`config.mk`:
```
export PLATFORM = sky130hd
export DESIGN_NAME = modbus_rtu_register_slave_core_flat
export DESIGN_NICKNAME = d
export VERILOG_FILES = /design/src/mrs_pkg.sv /design/src/mrs_in_if.sv /design/src/mrs_out_if.sv /design/src/modbus_rtu_register_slave_core.sv /design/src/mrs_front.sv /design/src/mrs_back.sv /design/src/flat_wrapper.sv
export VERILOG_INCLUDE_DIRS = /design/src /design/src/src
export SDC_FILE = /design/constraint.sdc
export NUM_CORES = 2
export LEC_CHECK = 0
export ABC_AREA = 1
export BUFFER_PORTS_ARGS = -buffer_cell sky130_fd_sc_hd__buf_2
export CAP_MARGIN = 30
export CORE_MARGIN = 4
export CORE_UTILIZATION = 63
export DETAILED_ROUTE_END_ITERATION = 8
export PLACE_DENSITY = 0.79
export SLEW_MARGIN = 20
export SYNTH_ARGS = -nofsm -noshare
export SYNTH_HDL_FRONTEND = slang
export SYNTH_MEMORY_MAX_BITS = 65536
export SYNTH_SLANG_ARGS = --single-unit
```
`constraint.sdc`:
```
create_clock -name clk -period 7.8 [get_ports clk]
set_input_delay 2.34 -clock clk [delete_from_list [all_inputs] [get_ports clk]]
set_output_delay 2.34 -clock clk [all_outputs]
set_load 0.005 [all_outputs]
```
`src/modbus_rtu_register_slave_core_defines.svh`:
```
// Assertion macros for the Modbus RTU register slave.
`ifndef MODBUS_RTU_REGISTER_SLAVE_CORE_DEFINES_SVH
`define MODBUS_RTU_REGISTER_SLAVE_CORE_DEFINES_SVH
`ifndef SYNTH
`define MRS_ASSERT_IMPL(lbl, a, c) \
    lbl: assert property (@(posedge clk) disable iff (!rst_n) (a) |-> (c)) \
        else $error("mrs check failed");
`define MRS_ASSERT_NEXT(lbl, a, c) \
    lbl: assert property (@(posedge clk) disable iff (!rst_n) (a) |=> (c)) \
        else $error("mrs check failed");
`else
`define MRS_ASSERT_IMPL(lbl, a, c)
`define MRS_ASSERT_NEXT(lbl, a, c)
`endif
`endif

```
`src/mrs_pkg.sv`:
```
// Shared types and constants for the Modbus RTU register slave.
package mrs_pkg;
    localparam int HoldingCount = 64;
    localparam int InputCount   = 64;
    localparam int FrameBytes   = 256;
    localparam int MaxReadQty   = 29;
    localparam int HaW = $clog2(HoldingCount);
    localparam int IaW = $clog2(InputCount);
    localparam int FbW = $clog2(FrameBytes);
    localparam int LenW = FbW + 1;

    localparam logic [1:0] FUNC_RX    = 2'd0;
    localparam logic [1:0] FUNC_IWR   = 2'd1;
    localparam logic [1:0] FUNC_HRD   = 2'd2;

    localparam logic [2:0] ST_OK    = 3'd0;
    localparam logic [2:0] ST_CRC   = 3'd1;
    localparam logic [2:0] ST_ADDR  = 3'd2;
    localparam logic [2:0] ST_FUNC  = 3'd3;
    localparam logic [2:0] ST_RANGE = 3'd4;
    localparam logic [2:0] ST_LEN   = 3'd5;

    localparam logic [7:0] FC_RD_HOLD = 8'd3;
    localparam logic [7:0] FC_RD_IN   = 8'd4;
    localparam logic [7:0] FC_WR_ONE  = 8'd6;
    localparam logic [7:0] FC_WR_MULT = 8'd16;

    // command passed from front to back
    localparam logic [1:0] CMD_IWR   = 2'd0;
    localparam logic [1:0] CMD_HRD   = 2'd1;
    localparam logic [1:0] CMD_FRAME = 2'd2;

    typedef struct packed {
        logic [1:0]  cmd;
        logic [7:0]  rx_byte;
        logic        frame_end;
        logic [5:0]  reg_addr;
        logic [15:0] reg_value;
    } cmd_t;

    typedef struct packed {
        logic [7:0]  tx_byte;
        logic        tx_valid;
        logic        tx_last;
        logic [2:0]  status;
        logic [15:0] local_data;
    } res_t;

    function automatic logic [15:0] crc_add(input logic [15:0] c, input logic [7:0] b);
        logic [15:0] x;
        x = c ^ {8'd0, b};
        for (int i = 0; i < 8; i++)
        begin
            x = x[0] ? ((x >> 1) ^ 16'hA001) : (x >> 1);
        end
        return x;
    endfunction
endpackage

```
`src/mrs_in_if.sv`:
```
// Input item channel.
interface mrs_in_if;
    logic        valid;
    logic        ready;
    logic [1:0]  func;
    logic [7:0]  rx_byte;
    logic        frame_end;
    logic [5:0]  reg_addr;
    logic [15:0] reg_value;
    modport source (output valid, func, rx_byte, frame_end, reg_addr, reg_value,
                    input ready);
    modport sink (input valid, func, rx_byte, frame_end, reg_addr, reg_value,
                  output ready);
endinterface

```
`src/mrs_out_if.sv`:
```
// Result item channel.
interface mrs_out_if;
    logic        valid;
    logic        ready;
    logic [7:0]  tx_byte;
    logic        tx_valid;
    logic        tx_last;
    logic [2:0]  status;
    logic [15:0] local_data;
    modport source (output valid, tx_byte, tx_valid, tx_last, status, local_data,
                    input ready);
    modport sink (input valid, tx_byte, tx_valid, tx_last, status, local_data,
                  output ready);
endinterface

```
`src/modbus_rtu_register_slave_core.sv`:
```
// Top level of the Modbus RTU register slave.
// Channels: in_ch carries items (func 0 frame byte with frame_end, func 1 local
// input register write, func 2 local holding register read); out_ch carries
// result items; slave_address_we/slave_address_wd set the slave address.
// A frame byte is buffered and folded into the running CRC when the back takes it;
// non-final bytes give no result. On the final byte the back reads header bytes
// from the frame buffer (one per cycle), checks the frame, writes any holding
// registers (two buffer reads per register), then streams the reply, one byte
// per cycle while the receiver is ready, ending with the CRC low then high byte.
// A read reply sends two bytes per register and pauses for each store read.
// Errors give one status result. A local read gives one result via the store read.
// After reset a clearing pass zeroes both register stores; the back takes no
// item during it, so at most two items wait in the front queue.
// A two-entry queue between front and back lets input items keep arriving
// while the back waits on a stalled receiver; the result register holds its
// item until it is taken.
module modbus_rtu_register_slave_core (
    input  logic        clk,
    input  logic        rst_n,
    mrs_in_if.sink      in_ch,
    mrs_out_if.source   out_ch,
    input  logic        slave_address_we,
    input  logic [7:0]  slave_address_wd
);
    logic          cmd_valid;
    logic          cmd_ready;
    mrs_pkg::cmd_t cmd;
    logic [7:0]    slave_address_reg;

    always_ff @(posedge clk or negedge rst_n)
    begin
        if (!rst_n)
        begin
            slave_address_reg <= 8'd1;
        end
        else if (slave_address_we)
        begin
            slave_address_reg <= slave_address_wd;
        end
    end

    mrs_front u_front (
        .clk       (clk),
        .rst_n     (rst_n),
        .in_ch     (in_ch),
        .cmd_valid (cmd_valid),
        .cmd_ready (cmd_ready),
        .cmd       (cmd)
    );

    mrs_back u_back (
        .clk           (clk),
        .rst_n         (rst_n),
        .slave_address (slave_address_reg),
        .cmd_valid     (cmd_valid),
        .cmd_ready     (cmd_ready),
        .cmd           (cmd),
        .out_ch        (out_ch)
    );
endmodule

```
`src/mrs_front.sv`:
```
// Front: accepts items, drops unused codes, queues commands for the back.
`include "modbus_rtu_register_slave_core_defines.svh"
module mrs_front (
    input  logic               clk,
    input  logic               rst_n,
    mrs_in_if.sink             in_ch,
    output logic               cmd_valid,
    input  logic               cmd_ready,
    output mrs_pkg::cmd_t      cmd
);
    // two-entry queue
    mrs_pkg::cmd_t q_reg [2];
    logic [1:0]    cnt_reg, cnt_next;
    logic          wp_reg, rp_reg;
    logic          push, pop, keep;
    mrs_pkg::cmd_t c_in;

    assign in_ch.ready = (cnt_reg != 2'd2);
    assign keep = (in_ch.func != 2'd3);
    assign push = in_ch.valid && in_ch.ready && keep;
    assign pop  = cmd_valid && cmd_ready;
    assign cmd_valid = (cnt_reg != 2'd0);
    assign cmd = q_reg[rp_reg];

    always_comb
    begin
        c_in.cmd = (in_ch.func == mrs_pkg::FUNC_RX) ? mrs_pkg::CMD_FRAME :
                   (in_ch.func == mrs_pkg::FUNC_IWR) ? mrs_pkg::CMD_IWR : mrs_pkg::CMD_HRD;
        c_in.rx_byte = in_ch.rx_byte;
        c_in.frame_end = in_ch.frame_end;
        c_in.reg_addr = in_ch.reg_addr;
        c_in.reg_value = in_ch.reg_value;
        cnt_next = cnt_reg + {1'b0, push} - {1'b0, pop};
    end

    always_ff @(posedge clk)
    begin
        if (push)
        begin
            q_reg[wp_reg] <= c_in;
        end
    end

    always_ff @(posedge clk or negedge rst_n)
    begin
        if (!rst_n)
        begin
            cnt_reg <= 2'd0;
            wp_reg <= 1'b0;
            rp_reg <= 1'b0;
        end
        else
        begin
            cnt_reg <= cnt_next;
            if (push)
            begin
                wp_reg <= ~wp_reg;
            end
            if (pop)
            begin
                rp_reg <= ~rp_reg;
            end
        end
    end

    `MRS_ASSERT_IMPL(a_cnt_max, 1'b1, cnt_reg <= 2'd2)
    `MRS_ASSERT_NEXT(a_full_nopush, cnt_reg == 2'd2 && !pop, cnt_reg == 2'd2)
    `MRS_ASSERT_IMPL(a_ptr, cnt_reg == 2'd0 || cnt_reg == 2'd2, wp_reg == rp_reg)
endmodule

```
`src/mrs_back.sv`:
```
// Back: frame buffer, register stores, frame check and reply sequencing.
`include "modbus_rtu_register_slave_core_defines.svh"
module mrs_back (
    input  logic          clk,
    input  logic          rst_n,
    input  logic [7:0]    slave_address,
    input  logic          cmd_valid,
    output logic          cmd_ready,
    input  mrs_pkg::cmd_t cmd,
    mrs_out_if.source     out_ch
);
    localparam logic [3:0] S_IDLE  = 4'd0;
    localparam logic [3:0] S_HDR0  = 4'd1;
    localparam logic [3:0] S_HDR1  = 4'd2;
    localparam logic [3:0] S_HDR2  = 4'd3;
    localparam logic [3:0] S_HDR3  = 4'd4;
    localparam logic [3:0] S_CHECK = 4'd5;
    localparam logic [3:0] S_WMR   = 4'd6;
    localparam logic [3:0] S_WMW   = 4'd7;
    localparam logic [3:0] S_EMIT  = 4'd8;
    localparam logic [3:0] S_RD    = 4'd9;
    localparam logic [3:0] S_CRCL  = 4'd10;
    localparam logic [3:0] S_CRCH  = 4'd11;
    localparam logic [3:0] S_OUT   = 4'd12;
    localparam logic [3:0] S_CLR   = 4'd13;
    localparam logic [3:0] S_HRD   = 4'd14;

    localparam int AW = (mrs_pkg::HaW > mrs_pkg::IaW) ? mrs_pkg::HaW : mrs_pkg::IaW;

    logic [7:0]  fbuf [mrs_pkg::FrameBytes];
    logic [15:0] hmem [mrs_pkg::HoldingCount];
    logic [15:0] imem [mrs_pkg::InputCount];

    logic [3:0]  st_reg;
    logic [mrs_pkg::LenW-1:0] len_reg;
    logic [15:0] crc_reg, tcrc_reg;
    logic [7:0]  fc_reg, bc_reg, b0_reg;
    logic [15:0] start_reg, qty_reg;
    logic [mrs_pkg::FbW-1:0] fa_reg;
    logic [7:0]  hi_reg;
    logic [6:0]  idx_reg;
    logic [AW:0] clr_reg;
    logic        clr_done_reg;
    logic [7:0]  fbq_reg;
    logic [15:0] hq_reg, iq_reg;
    logic [2:0]  ecnt_reg;
    logic        rdlo_reg;
    mrs_pkg::res_t res_reg;
    logic        rv_reg;
    logic [3:0]  ret_reg;

    logic [15:0] crc_new;
    logic [mrs_pkg::FbW-1:0] fb_raddr;
    logic [16:0] endq;
    logic [2:0]  chk;
    logic        take;

    assign out_ch.valid = rv_reg;
    assign out_ch.tx_byte = res_reg.tx_byte;
    assign out_ch.tx_valid = res_reg.tx_valid;
    assign out_ch.tx_last = res_reg.tx_last;
    assign out_ch.status = res_reg.status;
    assign out_ch.local_data = res_reg.local_data;

    assign cmd_ready = clr_done_reg && (st_reg == S_IDLE) && !rv_reg;
    assign take = cmd_valid && cmd_ready;
    assign crc_new = mrs_pkg::crc_add(crc_reg, cmd.rx_byte);
    assign endq = start_reg + qty_reg;

    always_comb
    begin
        chk = mrs_pkg::ST_OK;
        if (len_reg < mrs_pkg::LenW'(4) || len_reg > mrs_pkg::LenW'(mrs_pkg::FrameBytes))
        begin
            chk = mrs_pkg::ST_LEN;
        end
        else if (crc_reg != 16'd0)
        begin
            chk = mrs_pkg::ST_CRC;
        end
        else if (b0_reg != slave_address)
        begin
            chk = mrs_pkg::ST_ADDR;
        end
        else if (fc_reg != mrs_pkg::FC_RD_HOLD && fc_reg != mrs_pkg::FC_RD_IN &&
                 fc_reg != mrs_pkg::FC_WR_ONE && fc_reg != mrs_pkg::FC_WR_MULT)
        begin
            chk = mrs_pkg::ST_FUNC;
        end
        else if (fc_reg == mrs_pkg::FC_WR_MULT)
        begin
            if (len_reg < mrs_pkg::LenW'(9) ||
                {1'b0, len_reg} != (mrs_pkg::LenW+1)'(9) + (mrs_pkg::LenW+1)'(bc_reg))
            begin
                chk = mrs_pkg::ST_LEN;
            end
            else if (qty_reg < 16'd1 || qty_reg > 16'd123 ||
                     {8'd0, bc_reg} != {qty_reg[14:0], 1'b0} || qty_reg[15] ||
                     endq > 17'(mrs_pkg::HoldingCount))
            begin
                chk = mrs_pkg::ST_RANGE;
            end
        end
        else if (len_reg != mrs_pkg::LenW'(8))
        begin
            chk = mrs_pkg::ST_LEN;
        end
        else if (fc_reg == mrs_pkg::FC_WR_ONE)
        begin
            if (start_reg >= 16'(mrs_pkg::HoldingCount))
            begin
                chk = mrs_pkg::ST_RANGE;
            end
        end
        else if (qty_reg < 16'd1 || qty_reg > 16'(mrs_pkg::MaxReadQty) ||
                 endq > ((fc_reg == mrs_pkg::FC_RD_HOLD) ? 17'(mrs_pkg::HoldingCount)
                                                         : 17'(mrs_pkg::InputCount)))
        begin
            chk = mrs_pkg::ST_RANGE;
        end
    end

    // frame buffer read address, taken from fa_reg in every state
    always_comb
    begin
        fb_raddr = fa_reg;
    end

    always_ff @(posedge clk)
    begin
        fbq_reg <= fbuf[fb_raddr];
        if (take && cmd.cmd == mrs_pkg::CMD_FRAME &&
            len_reg < mrs_pkg::LenW'(mrs_pkg::FrameBytes))
        begin
            fbuf[len_reg[mrs_pkg::FbW-1:0]] <= cmd.rx_byte;
        end
    end

    logic        hwe;
    logic [mrs_pkg::HaW-1:0] hwa;
    logic [15:0] hwd;
    logic [mrs_pkg::HaW-1:0] hra;
    logic        iwe;
    logic [mrs_pkg::IaW-1:0] iwa;
    logic [15:0] iwd;
    logic [mrs_pkg::IaW-1:0] ira;

    always_comb
    begin
        hwe = 1'b0;
        hwa = start_reg[mrs_pkg::HaW-1:0];
        hwd = qty_reg;
        iwe = 1'b0;
        iwa = cmd.reg_addr[mrs_pkg::IaW-1:0];
        iwd = cmd.reg_value;
        if (!clr_done_reg)
        begin
            hwe = 1'b1;
            hwa = clr_reg[mrs_pkg::HaW-1:0];
            hwd = 16'd0;
            iwe = 1'b1;
            iwa = clr_reg[mrs_pkg::IaW-1:0];
            iwd = 16'd0;
        end
        else
        begin
            if (st_reg == S_CHECK && chk == mrs_pkg::ST_OK && fc_reg == mrs_pkg::FC_WR_ONE)
            begin
                hwe = 1'b1;
            end
            if (st_reg == S_WMW)
            begin
                hwe = 1'b1;
                hwa = start_reg[mrs_pkg::HaW-1:0];
                hwd = {hi_reg, fbq_reg};
            end
            iwe = take && cmd.cmd == mrs_pkg::CMD_IWR &&
                  {1'b0, cmd.reg_addr} < 7'(mrs_pkg::InputCount);
        end
        hra = (st_reg == S_IDLE) ? cmd.reg_addr[mrs_pkg::HaW-1:0]
                                 : start_reg[mrs_pkg::HaW-1:0];
        ira = start_reg[mrs_pkg::IaW-1:0];
    end

    always_ff @(posedge clk)
    begin
        if (hwe)
        begin
            hmem[hwa] <= hwd;
        end
        if (iwe)
        begin
            imem[iwa] <= iwd;
        end
        hq_reg <= hmem[hra];
        iq_reg <= imem[ira];
    end

    always_ff @(posedge clk or negedge rst_n)
    begin
        if (!rst_n)
        begin
            st_reg <= S_CLR;
            len_reg <= '0;
            crc_reg <= 16'hFFFF;
            clr_reg <= '0;
            clr_done_reg <= 1'b0;
            rv_reg <= 1'b0;
            ret_reg <= S_IDLE;
        end
        else
        begin
            unique case (st_reg)
                S_CLR:
                begin
                    clr_reg <= clr_reg + 1'b1;
                    if (clr_reg == (AW+1)'((1 << AW) - 1))
                    begin
                        clr_done_reg <= 1'b1;
                        st_reg <= S_IDLE;
                    end
                end
                S_IDLE:
                begin
                    if (take)
                    begin
                        unique case (cmd.cmd)
                            mrs_pkg::CMD_HRD:
                            begin
                                st_reg <= S_HRD;
                            end
                            mrs_pkg::CMD_FRAME:
                            begin
                                if (len_reg <= mrs_pkg::LenW'(mrs_pkg::FrameBytes))
                                begin
                                    len_reg <= len_reg + 1'b1;
                                end
                                crc_reg <= crc_new;
                                if (cmd.frame_end)
                                begin
                                    st_reg <= S_HDR0;
                                    fa_reg <= '0;
                                end
                            end
                            default:
                            begin
                            end
                        endcase
                    end
                end
                S_HRD:
                begin
                    res_reg <= '{tx_byte: 8'd0, tx_valid: 1'b0, tx_last: 1'b1,
                                 status: mrs_pkg::ST_OK, local_data: hq_reg};
                    rv_reg <= 1'b1;
                    st_reg <= S_OUT;
                    ret_reg <= S_IDLE;
                end
                S_HDR0:
                begin
                    // buffer reads are registered; data follows the address in the next cycle
                    fa_reg <= mrs_pkg::FbW'(1);
                    st_reg <= S_HDR1;
                    ecnt_reg <= 3'd0;
                end
                S_HDR1:
                begin
                    ecnt_reg <= ecnt_reg + 1'b1;
                    fa_reg <= fa_reg + 1'b1;
                    unique case (ecnt_reg)
                        3'd0: b0_reg <= fbq_reg;
                        3'd1: fc_reg <= fbq_reg;
                        3'd2: start_reg[15:8] <= fbq_reg;
                        3'd3: start_reg[7:0] <= fbq_reg;
                        3'd4: qty_reg[15:8] <= fbq_reg;
                        3'd5: qty_reg[7:0] <= fbq_reg;
                        3'd6:
                        begin
                            bc_reg <= fbq_reg;
                            st_reg <= S_CHECK;
                        end
                        default:
                        begin
                        end
                    endcase
                end
                S_CHECK:
                begin
                    len_reg <= '0;
                    crc_reg <= 16'hFFFF;
                    if (chk != mrs_pkg::ST_OK)
                    begin
                        res_reg <= '{tx_byte: 8'd0, tx_valid: 1'b0, tx_last: 1'b1,
                                     status: chk, local_data: 16'd0};
                        rv_reg <= 1'b1;
                        st_reg <= S_OUT;
                        ret_reg <= S_IDLE;
                    end
                    else
                    begin
                        tcrc_reg <= 16'hFFFF;
                        ecnt_reg <= 3'd0;
                        fa_reg <= mrs_pkg::FbW'(7);
                        idx_reg <= '0;
                        st_reg <= (fc_reg == mrs_pkg::FC_WR_MULT) ? S_HDR2 : S_EMIT;
                    end
                end
                S_HDR2:
                begin
                    // address 7 issued; data next cycle
                    fa_reg <= fa_reg + 1'b1;
                    st_reg <= S_WMR;
                end
                S_WMR:
                begin
                    hi_reg <= fbq_reg;
                    fa_reg <= fa_reg + 1'b1;
                    st_reg <= S_WMW;
                end
                S_WMW:
                begin
                    idx_reg <= idx_reg + 1'b1;
                    fa_reg <= fa_reg + 1'b1;
                    if (16'({idx_reg + 1'b1}) == qty_reg)
                    begin
                        start_reg <= start_reg - {9'd0, idx_reg};
                        st_reg <= S_EMIT;
                    end
                    else
                    begin
                        start_reg <= start_reg + 1'b1;
                        st_reg <= S_WMR;
                    end
                end
                S_EMIT:
                begin
                    // header: addr, fc, then 4 echo bytes or byte count
                    if (!rv_reg || out_ch.ready)
                    begin
                        logic [7:0] b;
                        b = 8'd0;
                        unique case (ecnt_reg)
                            3'd0: b = b0_reg;
                            3'd1: b = fc_reg;
                            3'd2: b = (fc_reg == mrs_pkg::FC_RD_HOLD || fc_reg == mrs_pkg::FC_RD_IN)
                                      ? {qty_reg[6:0], 1'b0} : start_reg[15:8];
                            3'd3: b = start_reg[7:0];
                            3'd4: b = qty_reg[15:8];
                            3'd5: b = qty_reg[7:0];
                            default: b = 8'd0;
                        endcase
                        res_reg <= '{tx_byte: b, tx_valid: 1'b1, tx_last: 1'b0,
                                     status: mrs_pkg::ST_OK, local_data: 16'd0};
                        rv_reg <= 1'b1;
                        tcrc_reg <= mrs_pkg::crc_add(tcrc_reg, b);
                        ecnt_reg <= ecnt_reg + 1'b1;
                        if ((fc_reg == mrs_pkg::FC_RD_HOLD || fc_reg == mrs_pkg::FC_RD_IN)
                            && ecnt_reg == 3'd2)
                        begin
                            idx_reg <= '0;
                            rdlo_reg <= 1'b0;
                            st_reg <= S_HDR3;
                        end
                        else if (ecnt_reg == 3'd5)
                        begin
                            st_reg <= S_CRCL;
                        end
                    end
                end
                S_HDR3:
                begin
                    // wait in this state for the registered store read of start_reg
                    if (out_ch.ready)
                    begin
                        rv_reg <= 1'b0;
                    end
                    st_reg <= S_RD;
                end
                S_RD:
                begin
                    if (!rv_reg || out_ch.ready)
                    begin
                        logic [15:0] v;
                        logic [7:0]  b;
                        v = (fc_reg == mrs_pkg::FC_RD_HOLD) ? hq_reg : iq_reg;
                        b = rdlo_reg ? v[7:0] : v[15:8];
                        res_reg <= '{tx_byte: b, tx_valid: 1'b1, tx_last: 1'b0,
                                     status: mrs_pkg::ST_OK, local_data: 16'd0};
                        rv_reg <= 1'b1;
                        tcrc_reg <= mrs_pkg::crc_add(tcrc_reg, b);
                        rdlo_reg <= ~rdlo_reg;
                        if (rdlo_reg)
                        begin
                            idx_reg <= idx_reg + 1'b1;
                            start_reg <= start_reg + 1'b1;
                            if (16'({idx_reg + 1'b1}) == qty_reg)
                            begin
                                st_reg <= S_CRCL;
                            end
                            else
                            begin
                                st_reg <= S_HDR3;
                            end
                        end
                    end
                end
                S_CRCL:
                begin
                    if (!rv_reg || out_ch.ready)
                    begin
                        res_reg <= '{tx_byte: tcrc_reg[7:0], tx_valid: 1'b1, tx_last: 1'b0,
                                     status: mrs_pkg::ST_OK, local_data: 16'd0};
                        rv_reg <= 1'b1;
                        st_reg <= S_CRCH;
                    end
                end
                S_CRCH:
                begin
                    if (!rv_reg || out_ch.ready)
                    begin
                        res_reg <= '{tx_byte: tcrc_reg[15:8], tx_valid: 1'b1, tx_last: 1'b1,
                                     status: mrs_pkg::ST_OK, local_data: 16'd0};
                        rv_reg <= 1'b1;
                        st_reg <= S_OUT;
                        ret_reg <= S_IDLE;
                    end
                end
                S_OUT:
                begin
                    if (out_ch.ready)
                    begin
                        rv_reg <= 1'b0;
                        st_reg <= ret_reg;
                    end
                end
                default:
                begin
                    st_reg <= S_IDLE;
                end
            endcase
        end
    end

    `MRS_ASSERT_IMPL(a_no_take_busy, take, st_reg == S_IDLE && !rv_reg)
    `MRS_ASSERT_IMPL(a_len_cap, 1'b1, len_reg <= mrs_pkg::LenW'(mrs_pkg::FrameBytes + 1))
    `MRS_ASSERT_NEXT(a_hold_out, rv_reg && !out_ch.ready, rv_reg && $stable(res_reg))
    `MRS_ASSERT_IMPL(a_clr_block, !clr_done_reg, !cmd_ready)
endmodule
```
`src/flat_wrapper.sv`:
```
// flat-port wrapper written by rule: the top's interface ports become plain ports
module modbus_rtu_register_slave_core_flat 
  (clk, rst_n, slave_address_we, slave_address_wd, in_ch_valid, in_ch_func, in_ch_rx_byte, in_ch_frame_end, in_ch_reg_addr, in_ch_reg_value, in_ch_ready, out_ch_valid, out_ch_tx_byte, out_ch_tx_valid, out_ch_tx_last, out_ch_status, out_ch_local_data, out_ch_ready);
  mrs_in_if in_ch_i ();
  mrs_out_if out_ch_i ();
  input  logic clk;
  input  logic rst_n;
  input  logic slave_address_we;
  input  logic [7:0] slave_address_wd;
  input wire logic [$bits(in_ch_i.valid)-1:0] in_ch_valid;
  input wire logic [$bits(in_ch_i.func)-1:0] in_ch_func;
  input wire logic [$bits(in_ch_i.rx_byte)-1:0] in_ch_rx_byte;
  input wire logic [$bits(in_ch_i.frame_end)-1:0] in_ch_frame_end;
  input wire logic [$bits(in_ch_i.reg_addr)-1:0] in_ch_reg_addr;
  input wire logic [$bits(in_ch_i.reg_value)-1:0] in_ch_reg_value;
  output wire logic [$bits(in_ch_i.ready)-1:0] in_ch_ready;
  output wire logic [$bits(out_ch_i.valid)-1:0] out_ch_valid;
  output wire logic [$bits(out_ch_i.tx_byte)-1:0] out_ch_tx_byte;
  output wire logic [$bits(out_ch_i.tx_valid)-1:0] out_ch_tx_valid;
  output wire logic [$bits(out_ch_i.tx_last)-1:0] out_ch_tx_last;
  output wire logic [$bits(out_ch_i.status)-1:0] out_ch_status;
  output wire logic [$bits(out_ch_i.local_data)-1:0] out_ch_local_data;
  input wire logic [$bits(out_ch_i.ready)-1:0] out_ch_ready;
  assign in_ch_i.valid = in_ch_valid;
  assign in_ch_i.func = in_ch_func;
  assign in_ch_i.rx_byte = in_ch_rx_byte;
  assign in_ch_i.frame_end = in_ch_frame_end;
  assign in_ch_i.reg_addr = in_ch_reg_addr;
  assign in_ch_i.reg_value = in_ch_reg_value;
  assign in_ch_ready = in_ch_i.ready;
  assign out_ch_valid = out_ch_i.valid;
  assign out_ch_tx_byte = out_ch_i.tx_byte;
  assign out_ch_tx_valid = out_ch_i.tx_valid;
  assign out_ch_tx_last = out_ch_i.tx_last;
  assign out_ch_status = out_ch_i.status;
  assign out_ch_local_data = out_ch_i.local_data;
  assign out_ch_i.ready = out_ch_ready;
  modbus_rtu_register_slave_core u_core (.clk(clk), .rst_n(rst_n), .in_ch(in_ch_i), .out_ch(out_ch_i), .slave_address_we(slave_address_we), .slave_address_wd(slave_address_wd));
endmodule
```
Word-level counts from Yosys, hierarchy flattened --
Memories as Yosys holds them, arrays and structs flattened. A register that Yosys moved wholly into a read port is not among the register bits. Cells that the tools add are included. W data, S select, Z words.
Cells by class: order comparisons 10, bitwise logic cells 30, $add $sub $neg 11, muxes and demuxes 127, reductions and logical operators 66, eq/ne operators 61
Operators by type and width (count):
- $mux W16 | 36
- $pmux W29 S6 | 1
- $mux W29 | 5
- $pmux W16 S3 | 2
- $mux W8 | 10
- $mux W4 | 18
- $not A2 Y3 | 24
- $pmux W4 S15 | 1
- $pmux W8 S6 | 1
- $xor A16 B8 Y16 | 3
- $mux W3 | 13
- $mux W7 | 5
- $pmux W16 S2 | 1
- $pmux W8 S4 | 1
- $eq A4 B4 Y1 const B | 7
- $ne A2 B2 Y1 const B | 14
- $pmux W7 S4 | 1
- $mux W9 | 3
- $reduce_and A3 Y1 | 7
- $reduce_and A5 Y1 | 4
- $mux W1 | 19
- $mux W6 | 3
- $pmux W9 S2 | 1
- $add A16 B16 Y17 | 1
- other kinds (68) | 124
Word-level totals: bits in registers 182, output and inout bits 31, input port bits 46, memories kept 4, bits in writable memories 4162, logic and storage cells 338
Memories:
- u_core.u_back.fbuf | depth 256, width 8, rd ports 1, clocked after Yosys merged registers in 1, write ports 1, RTL line mrs_back.sv:30 | logic [7:0] fbuf [mrs_pkg::FrameBytes];
- u_core.u_back.hmem | depth 64, width 16, rd ports 1, clocked after Yosys merged registers in 1, write ports 1, RTL line mrs_back.sv:31 | logic [15:0] hmem [mrs_pkg::HoldingCount];
- u_core.u_back.imem | depth 64, width 16, rd ports 1, clocked after Yosys merged registers in 1, write ports 1, RTL line mrs_back.sv:32 | logic [15:0] imem [mrs_pkg::InputCount];
- u_core.u_front.q_reg | depth 2, width 33, rd ports 1, clocked after Yosys merged registers in 0, write ports 1, RTL line mrs_front.sv:12 | mrs_pkg::cmd_t q_reg [2];

Logic depth before layout (Yosys ltp) --
word-level depth 25, gate-level depth with buffers 24, depth with buffers taken out 23

Hierarchy --
Synthesis repeated with hierarchy kept, for this count alone.
Unflattened totals: cell total of the unflattened synthesis 14139, area total of the unflattened synthesis 177534.0 µm²
By module, submodules not included:
- mrs_back | area an instance 174573.7 µm², seq. area each 128617.1 µm², cells an instance 13897, times used 1
- mrs_front | area an instance 2653.8 µm², seq. area each 2082.0 µm², cells an instance 208, times used 1
- modbus_rtu_register_slave_core | area an instance 306.5 µm², seq. area each 201.4 µm², cells an instance 34, times used 1

Worst setup path after synthesis --
Ideal clock, no wire load.
path kind flip-flop to flip-flop, from register u_core.u_front.rp_reg, to register u_core.u_back.crc_reg[0], data required time 7724 ps, library setup time 76 ps, arrival time 5332 ps, clock period less this slack 5408 ps, cell stages (with the launch flop) 15, slack 2392 ps, buffers on the path 2, path through dfrtp_1 -> buf_6 -> inv_4 -> buf_6 -> nand2_1 -> nand2_1 -> xor2_2 -> xnor2_1 -> xnor2_1 -> xor2_1 -> xor2_1 -> or2_1 -> nand3_1 -> o21ai_1 -> inv_1
RTL lines:
- start: declaration | RTL line mrs_front.sv:14 | logic wp_reg, rp_reg;
- start signal: assignment | RTL line mrs_front.sv:61 | rp_reg <= ~rp_reg;
- end signal: assignment | RTL line mrs_back.sv:238 | crc_reg <= crc_new;
- end: declaration | RTL line mrs_back.sv:36 | logic [15:0] crc_reg, tcrc_reg;

Worst setup path after layout --
from register u_core.u_back.clr_done_reg, to memory u_core.u_back.fbuf[218][2], enable pin
On the way: longest elaborated chain between the ends 7
Ends and longest elaborated chain:
- start: declaration | RTL line mrs_back.sv:43 | logic clr_done_reg;
- start signal: assignment | RTL line mrs_back.sv:207 | clr_done_reg <= 1'b0;
- start signal: assignment | RTL line mrs_back.sv:219 | clr_done_reg <= 1'b1;
- $logic_and A1 B1 Y1 (2 in series) | RTL line mrs_back.sv:65 | assign cmd_ready = clr_done_reg && (st_reg == S_IDLE) && !rv_reg;
- $logic_and A1 B1 Y1 | RTL line mrs_back.sv:66 | assign take = cmd_valid && cmd_ready;
- $logic_and A1 B1 Y1 (2 in series) | RTL line mrs_back.sv:132 | if (take && cmd.cmd == mrs_pkg::CMD_FRAME &&
- $mux W1 | RTL line mrs_back.sv:132
- $mux W1 (implied by the code) | RTL line mrs_back.sv:135 | fbuf[len_reg[mrs_pkg::FbW-1:0]] <= cmd.rx_byte;
- end: declaration | RTL line mrs_back.sv:30
No other way between the ends.

==> metrics.yaml <==
worst_setup_path:
  worstPathMaxFanout: 50
  r2r_start: "u_core.u_back.clr_done_reg"
  startpoint_type: "flop"
  crit_arrival_ns: 6.09
  cp_slowest_cell: "dfrtp_2"
  crit_chain: "inv_1 -> nor3_1 -> nand2_1 -> nor2_2 -> inv_2 -> nor2_4 -> nand2_1 -> inv_2 -> nand2_1 -> buf_4 -> nor2_1"
  cp_num_buf_inv: 4
  crit_required_ns: 8.39
  cp-end-kind: "flop"
  regToRegEndpoint: "u_core.u_back.fbuf[218][2]"
  slowest_delay_ns: 1.02
  crit_top_cell: "nand2_1"
  critical-path-top-delay-family: "simple AND/OR/NAND/NOR gates"
  cp_num_cells: 11
  worstSetupPathType: "flop to flop"
  reg2regPathDepth: 11
  r2r_slack_ns: 2.30
hold_path:
  holdPathEnd: "u_core.u_back.clr_reg[6]"
  worstHoldPathCells: 1
  min-delay-start: "u_core.u_back.clr_reg[6]"
  hp-class: "flop to flop"
cts:
  htree_levels: 5
  post_cts_buffers: 0
  cts_tree: "yes"
  clockBufferDepth: 4
  cts.clk_slew.worst_paths_ns: 0.06
  numCtsBuffers: 422
  holdBufCountCts: 0
  clk_latency_ns: 0.98
  clock-sinks: 4380
  root_buffer: "clkbuf_16"
  cts_resized: 0
die:
  start_util_pct: 63.4
  num_rows: 194
  io_pins: 77
  core-area_mm2: 0.280
  die_w_um: 538
  die_h_um: 538
  die_area_mm2: 0.290
timing:
  period_minus_slack_ns: 5.50
  setup_viol: 0
  tns_ns: 0
  report.final.slew_viol_count: 0
  finalCritPeriodShare_pct: 70.5
  rsz0062_at_grt: "no"
  fmax_mhz: 182
  relSlewSlack_pct: 23.9
  setup_slack_ns: 2.30
  hold_viol_final: 0
  tightest_slew_ns: 1.14
  finClkSkew_ns: 0.0475
grt:
  grt_max_degree: 256
  grt_pass1_wl_mm: 756
  grt_pass1_vias: 115000
  gr-usage-all-layers_pct: 34.8
  overflow: 0
  antenna_found_initial: 13
placed_design:
  gp_congestion: 0.980
  place_hpwl_mm: 306
  dp_slack_ns: 2.62
  portBuffers: 76
status:
  outcome: "complete, no violations"
logic_synthesis:
  synth_cells: 14100
  synth.distinct_cells: 63
  synth-async-reset-ratio_pct: 1.14
  synth_area_mm2: 0.177
  synth-seq-cells: 4380
  synth-edff-count: 4290
  yosysTopAreaCell: "edfxtp_1"
  synthesis.yosys.warnings: 0
  synth.area.top_cells: "edfxtp_1 (73%), o21ai_0 (7.2%), nor2_1 (6.6%)"
  synth_ff_type: "edfxtp_1"
  yosysSeqAreaShare_pct: 73.9
  avgSynthCellArea_um2: 12.6
  synth_nets: 14200
  synth_top_area_share_pct: 72.7
drt:
  ant_nets: 0
  viasPerCell: 6.73
  vias: 121000
  drtIter0Drc: 20500
  routed_wl_mm: 519
  drc: 0
  route.detailed.wl_per_inst_um: 28.8
  first_pass_iters: 7
final_layout:
  final_common_cell: "edfxtp_1"
  drive_gt1_share_pct: 8.15
  layout_common_cells: "edfxtp_1 (4290), nor2_1 (3077), o21ai_0 (2557)"
  fillers: 18700
  final_nets: 14000
  syn_to_final_growth_pct: 10.0
  largest_register_ffs: 2048
power_and_ir_drop:
  p_sw_share_pct: 35.0
  p_leak_nw: 61.0
  ir_drop_mv: 0.283
  internal_power_mw: 42.5
  power.net_switching_mw: 22.9
  power_frac_clock_pct: 30.6
  combPwrFrac_pct: 27.8
  p_per_area_mw_per_mm2: 336
  pwr-share-seq_pct: 41.6
flow_run:
  maxCapViolCount: 0
==> per-stage QoR <==
step                      util [%]  cell area (µm²)  instances  hold WS (ns)  total power [mW]
after floorplan                  -           177000      14100         0.463              38.6
after global placement        64.8           181000      17200         0.484              45.0
after detailed placement      64.8           181000      17200         0.491              45.3
after CTS                     69.6           195000      18000         0.498              65.0
after global routing          69.7           195000      18000         0.521              67.7
final                         69.7           195000      18000         0.498              65.4
==> kinds of logic (layout without fill, tap and decap cells) <==
family	count (synthesis)	count (layout)	share of synthesized area [%]
compound gates	4114	4114	13.1
xor+xnor	76	76	0.393
fa+ha+maj	42	42	0.305
buf+inv	1281	1451	2.88
flops	4380	4380	73.9
mux	8	8	0.0480
other cells	0	11	0
simple gates	4210	4210	9.43
==> per-layer routing <==
layer / track usage [%] / up-vias / routed length [µm] / part of all wire, %
met5: 0 / - / 13 / 0.0025
met4: 19.6 / 2 / 34700 / 6.7
met1: 47.3 / 58800 / 185000 / 36
met3: 7.01 / 1565 / 62500 / 12
li1: - / 51900 / - / -
met2: 53.3 / 9041 / 237000 / 46
==> cell usage after synthesis, drive strengths merged, types with 2 or more instances <==
library cell / instances
edfxtp: 4290
nor2: 3176
o21ai: 2576
o22ai: 1100
clkbuf: 754
nand2: 640
inv: 302
nand3: 286
buf: 204
o221ai: 138
o211ai: 137
a21oi: 80
xor2: 49
o32ai: 46
nor3: 43
dfxtp: 40
ha: 40
dfrtp: 30
nand4: 29
xnor2: 27
clkinv: 21
dfstp: 20
nor4: 17
or2: 8
a221o: 6
a31oi: 6
o22a: 6
and2: 4
mux2: 4
mux2i: 4
nor3b: 4
o2111ai: 4
o31ai: 3
a211oi: 2
a221oi: 2
a22oi: 2
fa: 2
nand3b: 2
o21bai: 2
==> power groups by stage <==
| stage | combinational (mW) | clock (mW) | sequential, mW |
|---|---|---|---|
| floorplan | 11.1 | 0 | 27.6 |
| global placement | 17.4 | 0 | 27.7 |
| detailed placement | 17.6 | 0 | 27.7 |
| CTS | 17.7 | 20.1 | 27.2 |
| global route | 19.3 | 21.1 | 27.2 |
| finish | 18.2 | 20.0 | 27.2 |
==> worst reg2reg max path: stages, from the launching register on <==
cell,delay (ns)
dfrtp_2,1.02
inv_1,0.27
nor3_1,0.37
nand2_1,0.24
nor2_2,0.41
inv_2,0.20
nor2_4,0.56
nand2_1,0.20
inv_2,0.14
nand2_1,0.58
buf_4,0.54
nor2_1,0.59
==> final cells by class <==
| cell class | instances | area, µm² | area share [%] |
|---|---|---|---|
| Multi-Input combinational cell | 8450 | 41700 | 21.4 |
| Clock buffer | 533 | 11200 | 5.77 |
| Sequential cell | 4380 | 131000 | 67.2 |
| Timing Repair Buffer | 355 | 2920 | 1.50 |
| Clock inverter | 240 | 2190 | 1.13 |
| Tap cell | 3724 | 4660 | 2.39 |
| Inverter | 323 | 1270 | 0.650 |
| Antenna cell | 11 | 27.5 | 0.0141 |
==> worst max path at each step <==
stage / end / start / slack [ns]
2_1_floorplan: u_core.u_back.crc_reg[0] / u_core.u_front.rp_reg / 2.39
3_5_place_dp: u_core.u_back.fbuf[150][6] / u_core.u_back.clr_done_reg / 2.62
4_1_cts: u_core.u_back.fbuf[218][2] / u_core.u_back.clr_done_reg / 2.56
6_report: u_core.u_back.fbuf[218][2] / u_core.u_back.clr_done_reg / 2.30
5_1_grt: u_core.u_back.fbuf[218][1] / u_core.u_back.clr_done_reg / 2.23
3_3_place_gp: u_core.u_back.hmem[62][15] / u_core.u_back.start_reg[0] / 2.44
Note: power is estimated with default switching activity, not from simulation.
